--- src/rtl/assert_macros.svh ---
// Assertion macros for the RTL top level.
// Each macro expects signals clk and rst_n in the using module.
`ifndef ASSERT_MACROS_SVH
`define ASSERT_MACROS_SVH

// Same-cycle implication, disabled during reset.
`define ASSERT_IMPL(lbl, ante, cons, msg) \
    lbl: assert property (@(posedge clk) disable iff (!rst_n) (ante) |-> (cons)) \
        else $error(msg);

// Next-cycle implication, disabled during reset.
`define ASSERT_NEXT(lbl, ante, cons, msg) \
    lbl: assert property (@(posedge clk) disable iff (!rst_n) (ante) |=> (cons)) \
        else $error(msg);

`endif

--- src/rtl/vdld_pkg.sv ---
// Package for the vector display list decoder: command codes and
// coordinate scaling functions. No dependencies.
package vdld_pkg;

    localparam int unsigned COORD_W = 15;

    localparam logic [7:0] CMD_BRIGHT = 8'd1;
    localparam logic [7:0] CMD_DOT    = 8'd2;
    localparam logic [7:0] CMD_LINE   = 8'd3;
    localparam logic [7:0] CMD_PATH   = 8'd4;
    localparam logic [7:0] CMD_END    = 8'd5;

    localparam logic [7:0] BRIGHT_RESET = 8'h7f;

    localparam logic KIND_SEG = 1'b0;
    localparam logic KIND_END = 1'b1;

    // (raw-128)*128: flip the top bit to get raw-128, then shift by 7
    function automatic logic signed [COORD_W-1:0] scale_x(input logic [7:0] raw);
        return {~raw[7], raw[6:0], 7'b0};
    endfunction

    // (raw-128)*80 = s*64 + s*16
    function automatic logic signed [COORD_W-1:0] scale_y(input logic [7:0] raw);
        logic signed [COORD_W-1:0] s;
        s = COORD_W'(signed'({~raw[7], raw[6:0]}));
        return (s <<< 6) + (s <<< 4);
    endfunction

endpackage

--- src/rtl/vector_display_list_decoder.sv ---
// Vector display list decoder top level: byte parser and segment output.
// Depends on vdld_pkg and assert_macros.svh.
//
//   channel   dir  handshake             payload
//   input     in   in_valid / in_ready   data_byte
//   result    out  out_valid / out_ready kind, start_x, start_y, end_x, end_y, intensity
//
// Each byte passes an input register, then one parser step into the result
// register; one byte per cycle sustained while results are taken.
// A stalled result holds the parser step; the input register still takes one
// more byte while the result waits.
// Reset puts the parser in command wait with brightness 0x7f.
`include "assert_macros.svh"

module vector_display_list_decoder (
    input  logic                                  clk,
    input  logic                                  rst_n,
    input  logic                                  in_valid,
    output logic                                  in_ready,
    input  logic [7:0]                            data_byte,
    output logic                                  out_valid,
    input  logic                                  out_ready,
    output logic                                  kind,
    output logic signed [vdld_pkg::COORD_W-1:0]   start_x,
    output logic signed [vdld_pkg::COORD_W-1:0]   start_y,
    output logic signed [vdld_pkg::COORD_W-1:0]   end_x,
    output logic signed [vdld_pkg::COORD_W-1:0]   end_y,
    output logic [7:0]                            intensity
);

    typedef enum logic [3:0] {
        PH_CMD, PH_BRIGHT, PH_DOT_X, PH_DOT_Y,
        PH_LN_X0, PH_LN_Y0, PH_LN_X1, PH_LN_Y1,
        PH_PA_CNT, PH_PA_X0, PH_PA_Y0, PH_PA_X1, PH_PA_Y1,
        PH_PA_XN, PH_PA_YN
    } phase_t;

    typedef logic signed [vdld_pkg::COORD_W-1:0] coord_t;

    logic       byte_valid_reg;
    logic [7:0] byte_reg;
    logic       step;

    phase_t     phase_reg, phase_next;
    logic [7:0] brightness_reg, brightness_next;
    logic [7:0] held_x_reg, held_x_next;
    logic [7:0] first_x_reg, first_x_next;
    logic [7:0] first_y_reg, first_y_next;
    coord_t     last_x_reg, last_x_next;
    coord_t     last_y_reg, last_y_next;
    logic [7:0] points_left_reg, points_left_next;

    logic       out_valid_reg;
    logic       kind_reg, kind_next;
    coord_t     start_x_reg, start_x_next;
    coord_t     start_y_reg, start_y_next;
    coord_t     end_x_reg, end_x_next;
    coord_t     end_y_reg, end_y_next;
    logic [7:0] intensity_reg, intensity_next;
    logic       emit;

    coord_t     cur_x, cur_y;

    assign step     = byte_valid_reg && (!out_valid_reg || out_ready);
    assign in_ready = !byte_valid_reg || step;

    // held x paired with the byte in hand as y
    assign cur_x = vdld_pkg::scale_x(held_x_reg);
    assign cur_y = vdld_pkg::scale_y(byte_reg);

    always_comb
    begin
        phase_next       = phase_reg;
        brightness_next  = brightness_reg;
        held_x_next      = held_x_reg;
        first_x_next     = first_x_reg;
        first_y_next     = first_y_reg;
        last_x_next      = last_x_reg;
        last_y_next      = last_y_reg;
        points_left_next = points_left_reg;
        emit             = 1'b0;
        kind_next        = vdld_pkg::KIND_SEG;
        start_x_next     = cur_x;
        start_y_next     = cur_y;
        end_x_next       = cur_x;
        end_y_next       = cur_y;
        intensity_next   = brightness_reg;
        case (phase_reg)
            PH_BRIGHT:
            begin
                brightness_next = byte_reg;
                phase_next      = PH_CMD;
            end
            PH_DOT_X, PH_LN_X1, PH_PA_X1, PH_PA_XN:
            begin
                held_x_next = byte_reg;
                phase_next  = phase_t'(phase_reg + 4'd1);
            end
            PH_DOT_Y:
            begin
                emit       = 1'b1;
                phase_next = PH_CMD;
            end
            PH_LN_X0, PH_PA_X0:
            begin
                first_x_next = byte_reg;
                phase_next   = phase_t'(phase_reg + 4'd1);
            end
            PH_LN_Y0, PH_PA_Y0:
            begin
                first_y_next = byte_reg;
                phase_next   = phase_t'(phase_reg + 4'd1);
            end
            PH_LN_Y1:
            begin
                emit         = 1'b1;
                start_x_next = vdld_pkg::scale_x(first_x_reg);
                start_y_next = vdld_pkg::scale_y(first_y_reg);
                phase_next   = PH_CMD;
            end
            PH_PA_CNT:
            begin
                points_left_next = (byte_reg == 8'd0) ? 8'd0 : byte_reg - 8'd1;
                phase_next       = PH_PA_X0;
            end
            PH_PA_Y1:
            begin
                emit         = 1'b1;
                start_x_next = vdld_pkg::scale_x(first_x_reg);
                start_y_next = vdld_pkg::scale_y(first_y_reg);
                last_x_next  = cur_x;
                last_y_next  = cur_y;
                phase_next   = (points_left_reg == 8'd0) ? PH_CMD : PH_PA_XN;
            end
            PH_PA_YN:
            begin
                emit         = 1'b1;
                start_x_next = last_x_reg;
                start_y_next = last_y_reg;
                last_x_next  = cur_x;
                last_y_next  = cur_y;
                // count down, then stop on the last point
                if (points_left_reg != 8'd0)
                begin
                    points_left_next = points_left_reg - 8'd1;
                end
                phase_next = (points_left_reg <= 8'd1) ? PH_CMD : PH_PA_XN;
            end
            default:
            begin
                case (byte_reg)
                    vdld_pkg::CMD_BRIGHT: phase_next = PH_BRIGHT;
                    vdld_pkg::CMD_DOT:    phase_next = PH_DOT_X;
                    vdld_pkg::CMD_LINE:   phase_next = PH_LN_X0;
                    vdld_pkg::CMD_PATH:   phase_next = PH_PA_CNT;
                    vdld_pkg::CMD_END:
                    begin
                        emit           = 1'b1;
                        kind_next      = vdld_pkg::KIND_END;
                        start_x_next   = '0;
                        start_y_next   = '0;
                        end_x_next     = '0;
                        end_y_next     = '0;
                        intensity_next = '0;
                        phase_next     = PH_CMD;
                    end
                    // drop unknown commands
                    default:              phase_next = PH_CMD;
                endcase
            end
        endcase
    end

    always_ff @(posedge clk or negedge rst_n)
    begin
        if (!rst_n)
        begin
            byte_valid_reg  <= 1'b0;
            out_valid_reg   <= 1'b0;
            phase_reg       <= PH_CMD;
            brightness_reg  <= vdld_pkg::BRIGHT_RESET;
            held_x_reg      <= '0;
            first_x_reg     <= '0;
            first_y_reg     <= '0;
            last_x_reg      <= '0;
            last_y_reg      <= '0;
            points_left_reg <= '0;
        end
        else
        begin
            if (in_ready)
            begin
                byte_valid_reg <= in_valid;
            end
            if (step)
            begin
                out_valid_reg   <= emit;
                phase_reg       <= phase_next;
                brightness_reg  <= brightness_next;
                held_x_reg      <= held_x_next;
                first_x_reg     <= first_x_next;
                first_y_reg     <= first_y_next;
                last_x_reg      <= last_x_next;
                last_y_reg      <= last_y_next;
                points_left_reg <= points_left_next;
            end
            else if (out_ready)
            begin
                out_valid_reg <= 1'b0;
            end
        end
    end

    always_ff @(posedge clk)
    begin
        if (in_valid && in_ready)
        begin
            byte_reg <= data_byte;
        end
        if (step && emit)
        begin
            kind_reg      <= kind_next;
            start_x_reg   <= start_x_next;
            start_y_reg   <= start_y_next;
            end_x_reg     <= end_x_next;
            end_y_reg     <= end_y_next;
            intensity_reg <= intensity_next;
        end
    end

    assign out_valid = out_valid_reg;
    assign kind      = kind_reg;
    assign start_x   = start_x_reg;
    assign start_y   = start_y_reg;
    assign end_x     = end_x_reg;
    assign end_y     = end_y_reg;
    assign intensity = intensity_reg;

    `ASSERT_IMPL(a_end_zero, out_valid && kind == vdld_pkg::KIND_END, start_x == '0 && start_y == '0 && end_x == '0 && end_y == '0 && intensity == '0, "end marker with nonzero fields")
    `ASSERT_NEXT(a_hold_byte, byte_valid_reg && out_valid && !out_ready, byte_valid_reg, "pending byte lost during stall")
    `ASSERT_NEXT(a_result_from_step, !step && !out_valid, !out_valid, "result appeared without a parser step")

endmodule

--- config.mk ---
export PLATFORM = sky130hd
export DESIGN_NAME = vector_display_list_decoder
export DESIGN_NICKNAME = d
export VERILOG_FILES = /design/src/rtl/vdld_pkg.sv /design/src/rtl/vector_display_list_decoder.sv
export VERILOG_INCLUDE_DIRS = /design/src /design/src/rtl
export SDC_FILE = /design/constraint.sdc
export NUM_CORES = 1
export LEC_CHECK = 0
export ABC_AREA = 1
export BUFFER_PORTS_ARGS = -buffer_cell sky130_fd_sc_hd__clkbuf_2
export CORE_ASPECT_RATIO = 1.75
export CORE_MARGIN = 1.5
export CORE_UTILIZATION = 50
export DETAILED_ROUTE_END_ITERATION = 10
export PLACE_DENSITY = 0.83
export REMOVE_ABC_BUFFERS = 1
export SETUP_SLACK_MARGIN = 0.1
export SYNTH_ARGS = -nofsm -noshare
export SYNTH_HDL_FRONTEND = slang
export SYNTH_SLANG_ARGS = --single-unit
--- constraint.sdc ---
create_clock -name clk -period 6.5 [get_ports clk]
set_input_delay 0.65 -clock clk [delete_from_list [all_inputs] [get_ports clk]]
set_output_delay 0.65 -clock clk [all_outputs]
set_load 0.05 [all_outputs]
==> reports/qor.csv, run 1 <==
stage;metric;value;unit
run_status;status;complete, no violations;
power_and_ir_drop;power_density;485;nW/µm²
synth;netlist_area;6160;µm²
floorplanning;rows;53;
synth;yosysSeqAreaShare;53.4;%
floorplanning;core;12000;µm²
clock_network;postCtsResizedCells;0;
floorplanning;dieArea;13000;µm²
finish;area_delta_synth_final;15.2;%
synth;ys_async_sr_fraction;54.2;%
synth;yosys.cell_count.top_type;nand2_1;
place;gp_congestion;0.906;
finish;num_antenna_cells;0;
timing;tightest_slew;1.13;ns
power_and_ir_drop;p_leak;3.43;nW
timing;layout_worst_path_cycle_share;46.1;%
clock_network;clockBufferDepth;2;
detailed_routing;wl_per_cell;14.4;µm
finish;final_area;7100;µm²
finish;fin_util;59.1;%
timing;fmax;334;MHz
global_route;grt_max_degree;66;
clock_network;clkTransAtPathRegs;0.05;ns
timing;finalSetupViolCount;0;
detailed_routing;dr_total_vias;4777;
clock_network;cts_root_buf;clkbuf_16;
synth;syn_inst;687;
global_route;grt_usage;21.9;%
detailed_routing;viasPerCell;5.15;
critical_path;critical_path_arrival;3.12;ns
clock_network;post_cts_buffers;0;
synth;synthTopCellsByArea;edfxtp_1 27%, dfrtp_1 24%, nand2_1 11%;
clock_network;h-tree-depth;4;
critical_path;required;6.62;ns
finish;layout.nets;790;
floorplanning;die_h;150;µm
critical_path;critPathMaxFanout;28;
global_route;grt_pass1_vias;4698;
detailed_routing;drcViolationCount;0;
floorplanning;io_pins;83;
synth;avgSynthCellArea;8.97;µm²
place;dpl_cell_area;6500;µm²
timing;rsz0062_at_grt;no;
timing;tns;0;ns
timing;slew_headroom;24.1;%
clock_network;cts_tree;done;
timing;fin_crit;3.00;ns
timing;drv_slew;0;
power_and_ir_drop;ir_worst_vdd;0.000300;V
place;io_buffers;60;
timing;finalHoldViolCount;0;
detailed_routing;drtIter0Drc;323;
detailed_routing;first_pass_iters;6;
flow_run;maxCapViolations;0;
critical_path;path_class;flop to flop;
synth;synth_top_area_cell;edfxtp_1;
synth;synth-seq-cells;120;
synth;yosysWarnings;0;
place;dpl.hpwl;9.14;mm
clock_network;insertion_delay;0.41;ns
floorplanning;die_x;86.9;µm
synth;yosysTopAreaCellShare;26.8;%
clock_network;ctsHoldBuffers;0;
detailed_routing;ant_nets;0;
finish;layout-drive-gt1-share;14.2;%
detailed_routing;wl;13.3;mm
synth;synth_edf_count;55;
critical_path;start_kind;flop;
power_and_ir_drop;p_total;3.45;mW
floorplanning;start_util;51.3;%
global_route;antenna_found_initial;0;
clock_network;cts.sinks;120;
global_route;grt_overflow_total;0;
critical_path;cp-end-kind;flop;
synth;ys.flop_type;dfrtp_1;
clock_network;cts_buffers;17;
timing;finClkSkew;0.00914;ns
worst_hold_path;hp-class;primary input to async pin;
synth;synth.distinct_cells;37;
synth;synth_commonest_cells;187 x nand2_1, 68 x inv_1, 64 x o21ai_0, 58 x dfrtp_1, 55 x edfxtp_1;
global_route;grt_pass1_wl;21.5;mm
worst paths after layout:
check | from | endpoint | slack (ns) | cells past startpoint
min | rst_n | phase_reg[2]$_DFFE_PN0P_ | 0.40 | 2
max reg2reg | phase_reg[0]$_DFFE_PN0P_ | end_x[9]$_DFFE_PP_ | 3.50 | 8
min in group clk | data_byte[7] | byte_reg[7]$_DFFE_PP_ | 0.42 | 1
max in group asynchronous | rst_n | points_left_reg[5]$_DFFE_PN0P_ | 5.51 | 2
max | phase_reg[0]$_DFFE_PN0P_ | end_x[9]$_DFFE_PP_ | 3.50 | 8
min reg2reg | first_x_reg[3]$_DFFE_PN0P_ | first_x_reg[3]$_DFFE_PN0P_ | 0.48 | 2
layout make-up:
type / count / area [µm²]
Clock buffer: 21 / 440
Multi-Input combinational cell: 478 / 2430
Inverter: 72 / 270
Fill cell: 1029 / 4910
Sequential cell: 120 / 3290
Clock inverter: 11 / 155
Timing Repair Buffer: 61 / 308
Tap cell: 165 / 206
where the power goes:
part	switching, mW	internal (mW)
combinational	0.869	0.357
sequential	0.165	1.10
clock	0.317	0.635
critical path: stages, from the launching register on:
cell and delay (ns):
dfrtp_1 0.41, inv_1 0.10, ha_1 0.26, nand3_1 0.25, inv_2 0.30, nor3_2 0.30
nand2_1 0.13, nor3_4 0.86, nor2_1 0.10
metal layers:
layer | track usage (%) | part of all wire, % | vias to the layer above
met2 | 39.7 | 55 | 161
met3 | 4.96 | 4.2 | 32
met1 | 22.6 | 37 | 2237
met4 | 12.3 | 3.2 | 0
met5 | 0 | 0 | -
li1 | - | - | 2347
placed cells by master, fill, tap and decap left out, types with 4 or more instances in the layout:
master	synthesis	layout
a21oi_1	18	18
bufinv_16	0	4
a22oi_1	11	11
dfrtp_1	58	58
nor2_1	54	54
clkbuf_1	6	4
dfstp_2	7	7
clkinv_2	0	4
conb_1	1	22
nand2_1	187	187
clkbuf_16	0	17
inv_2	3	4
ha_1	26	26
nand4_1	9	9
inv_1	68	67
o21ai_0	64	64
edfxtp_1	55	55
xor2_1	10	10
clkbuf_2	0	60
nand3_1	47	47
stage by stage:
stage,instances,setup slack (ns),hold WS (ns)
floorplan,670,3.74,0.354
global placement,896,3.65,0.467
detailed placement,896,3.52,0.470
CTS,928,3.45,0.405
global route,928,3.18,0.409
finish,928,3.50,0.405
cells by family (layout without fill, tap and decap cells):
kind of cell    Yosys count  in the layout  share of synthesized area, %
compound gates          104            104                          9.22
other cells               1             22                        0.0609
flops                   120            120                          53.4
fa+ha+maj                28             28                          5.93
xor+xnor                 11             11                          1.56
buf+inv                 110            165                          8.47
simple gates            313            313                          21.4
Note: power is estimated with default switching activity, not from simulation.
==> run 2: changes to the inputs <==
ABC_AREA = 0   (was 1)
clock period = 3 ns   (was 6.5 ns; I/O delays follow)
==> reports/qor.csv, run 2 <==
stage;metric;value;unit;change
run_status;status;complete, no violations;;
critical_path;r2r-end;start_y[4]$_DFFE_PP_;;
synth;synth_commonest_cells;58 x dfrtp_1, 55 x edfxtp_1, 45 x nand2_1, 36 x nor2_1, 35 x mux2_2;;
place;gp_congestion;0.888;;-2.0%
global_route;grt_usage;22.9;%;+1.0 points
synth;yosys.cell_count.top_type;dfrtp_1;;
floorplanning;start_util;51.6;%;+0.25 points
detailed_routing;route.met3.wl;705;µm;+27%
timing;tightest_slew;0.872;ns;-0.259 ns
floorplanning;dieArea;13200;µm²;+1.0%
power_and_ir_drop;switching_share;36.4;%;-2.8 points
critical_path;cp_common_cell;inv_1;;
finish;layout.nets;643;;-19%
critical_path;worstRegToRegCells;7;;-1
power_and_ir_drop;p_comb_share;35.7;%;about the same
timing;layout_worst_path_cycle_share;86.2;%;+40 points
finish;register_area;3290;µm²;unchanged
clock_network;postCtsResizedCells;0;;unchanged
global_route;antenna_found_initial;0;;unchanged
floorplanning;die_x;87.3;µm;+0.50%
critical_path;path_cells;inv_1 > ha_1 > o21a_1 > o21ai_1 > a211o_1 > a222oi_1 > inv_1;;
floorplanning;core;12100;µm²;+0.55%
critical_path;path_class;flop to flop;;
detailed_routing;ant_nets;0;;unchanged
detailed_routing;route.met2.wl;7.63;mm;+3.7%
critical_path;cp-end-kind;flop;;
critical_path;slowest_stage;a211o_1;;
synth;yosysTopAreaCellShare;26.5;%;-0.27 points
timing;slew_headroom;41.8;%;+18 points
critical_path;r2r-start;phase_reg[0]$_DFFE_PN0P_;;
global_route;grt_max_degree;66;;unchanged
power_and_ir_drop;p_int;4.88;mW;+130%
finish;layout-drive-gt1-share;26.0;%;+12 points
timing;finalHoldViolCount;0;;unchanged
synth;avgSynthCellArea;11.6;µm²;+30%
timing;fin_crit;2.59;ns;-0.411 ns
synth;yosysSeqAreaShare;52.8;%;-0.55 points
floorplanning;die_h;151;µm;+0.50%
timing;finalSetupViolCount;0;;unchanged
flow_run;maxCapViolations;0;;unchanged
detailed_routing;routed.top_layer;met4;;
clock_network;cts_root_buf;clkbuf_16;;
detailed_routing;wl_per_cell;18.2;µm;+27%
detailed_routing;drtIter0Drc;323;;unchanged
synth;synth-seq-cells;120;;unchanged
worst_hold_path;hp-class;primary input to async pin;;
detailed_routing;wl_met1;5.23;mm;+5.1%
clock_network;insertion_delay;0.41;ns;about the same
finish;final_common_cell;clkbuf_2;;
power_and_ir_drop;pwr-share-clk;27.6;%;about the same
finish;area_delta_synth_final;15.7;%;
clock_network;clkTransAtPathRegs;0.05;ns;about the same
timing;fmax;387;MHz;+16%
power_and_ir_drop;p_total;7.67;mW;+120%
floorplanning;rows;53;;unchanged
clock_network;cts.sinks;120;;unchanged
synth;ys.flop_type;dfrtp_1;;
finish;num_antenna_cells;0;;unchanged
floorplanning;io_pins;83;;unchanged
clock_network;cts_buffers;17;;unchanged
clock_network;h-tree-depth;4;;unchanged
clock_network;cts_tree;done;;
detailed_routing;first_pass_iters;7;;+1
critical_path;critical_path_arrival;2.74;ns;-0.38 ns
synth;netlist_area;6220;µm²;+1.0%
critical_path;start_kind;flop;;
clock_network;ctsHoldBuffers;0;;unchanged
finish;fillers;983;;-4.5%
critical_path;cpLargestDelayFamily;compound AO/OA/AOI/OAI gates;;
global_route;grt_overflow_total;0;;unchanged
timing;hold_slack;0.0616;ns;-0.343 ns
clock_network;clockBufferDepth;2;;unchanged
place;pre_cts_ws;0.485;ns;-3.03 ns
power_and_ir_drop;power_density;1070;nW/µm²;+120%
synth;synth.distinct_cells;77;;+110%
critical_path;r2r_slack;0.41;ns;-3.09 ns
synth;syn_inst;535;;-22%
detailed_routing;dr_total_vias;4498;;-5.8%
timing;rsz0062_at_grt;no;;
synth;synth_edf_count;55;;unchanged
critical_path;critPathMaxStageDelay;0.55;ns;-0.31 ns
finish;layout.cells.most_common_list;60 x clkbuf_2, 58 x dfrtp_1, 55 x edfxtp_1;;
global_route;grt_pass1_wl;22.6;mm;+4.8%
global_route;grt_pass1_vias;4462;;-5.0%
synth;synthTopCellsByArea;edfxtp_1 27%, dfrtp_1 23%, mux2_2 6.3%;;
power_and_ir_drop;netSwitchingPower;2.79;mW;+110%
synth;synth_top_area_cell;edfxtp_1;;
synth;ys_async_sr_fraction;54.2;%;unchanged
finish;fin_util;59.7;%;+0.55 points
clock_network;post_cts_buffers;0;;unchanged
power_and_ir_drop;p_seq_share;36.7;%;about the same
place;io_buffers;60;;unchanged
place;dpl.hpwl;9.78;mm;+7.1%
power_and_ir_drop;p_leak;3.09;nW;-9.9%
detailed_routing;drcViolationCount;0;;unchanged
critical_path;required;3.15;ns;-3.47 ns
finish;multi_input_area;2580;µm²;+6.0%
timing;finClkSkew;0.00617;ns;-0.00297 ns
detailed_routing;viasPerCell;5.76;;+12%
timing;setup_ws;0.413;ns;-3.09 ns
synth;yosysWarnings;0;;unchanged
critical_path;worst-path-buf-inv;2;;unchanged
power_and_ir_drop;ir_worst_vdd;0.000439;V;+47%
timing;drv_slew;0;;unchanged
critical_path;critPathMaxFanout;12;;-57%
detailed_routing;wl;14.2;mm;+6.8%
==> run 2: changes by cell type after synthesis, sizes merged, moves of 21 or more <==
cell   change
mux2      +35
nor2b     +21
o21ai     -29
nand3     -43
nand2    -143
inv       -43
==> run 2: power by group through the flow <==
stage                     clock (mW)  sequential, mW  combinational, mW
after floorplan                    0            3.08               1.74
final                           2.12            2.82               2.74
after global routing            2.21            2.88               2.99
after detailed placement           0            2.83               2.69
after CTS                       2.14            2.81               2.73
after global placement             0            2.80               2.61
==> run 2: worst register-to-register path, stage by stage, from the launching register on <==
cell	delay [ns]
dfrtp_1	0.42
inv_1	0.12
ha_1	0.43
o21a_1	0.17
o21ai_1	0.09
a211o_1	0.55
a222oi_1	0.47
inv_1	0.09
==> run 2: worst max-delay path by stage <==
stage / startpoint / endpoint / slack (ns) / cells after the start
3_3_place_gp: phase_reg[0]$_DFFE_PN0P_ / start_y[4]$_DFFE_PP_ / 0.56 / 7
4_1_cts: phase_reg[0]$_DFFE_PN0P_ / start_y[4]$_DFFE_PP_ / 0.46 / 7
3_5_place_dp: phase_reg[0]$_DFFE_PN0P_ / start_y[4]$_DFFE_PP_ / 0.49 / 7
2_1_floorplan: phase_reg[0]$_DFFE_PN0P_ / end_x[10]$_DFFE_PP_ / -0.91 / 6
6_report: phase_reg[0]$_DFFE_PN0P_ / start_y[4]$_DFFE_PP_ / 0.41 / 7
5_1_grt: phase_reg[0]$_DFFE_PN0P_ / start_x[12]$_DFFE_PP_ / 0.25 / 7
==> run 2: per-stage QoR <==
step / area, µm² / std cells / setup TNS, ns
finish: 7200 / 781 / 0
global route: 7200 / 781 / 0
CTS: 7200 / 781 / 0
detailed placement: 6590 / 749 / 0
global placement: 6590 / 749 / 0
floorplan: 5960 / 511 / -42.94
==> run 2: layer usage <==
metal  track usage (%)  up-vias
met2              40.2      216
met1              24.3     2200
met4              14.3        0
met5                 0        -
li1                  -     2031
met3              4.93       51
==> run 2: kinds of logic (layout without fill, tap and decap cells) <==
| family | after synthesis | after routing | share of synthesized area, % |
|---|---|---|---|
| XOR/XNOR | 11 | 11 | 1.55 |
| adder cells (fa/ha/maj) | 28 | 28 | 5.87 |
| buffers and inverters | 73 | 133 | 7.18 |
| multiplexers | 37 | 37 | 6.65 |
| flip-flops | 120 | 120 | 52.8 |
| AO/OA/AOI/OAI | 125 | 125 | 14.2 |
| AND/OR/NAND/NOR | 140 | 140 | 11.7 |
| other | 1 | 22 | 0.0603 |
==> run 2: layout make-up <==
class | count | area share [%]
inverter | 28 | 1.46
clock inverter | 8 | 2.02
tap | 165 | 2.87
timing repair buffer | 73 | 5.70
clock buffer | 24 | 6.55
multi-input combinational | 363 | 35.8
sequential | 120 | 45.6
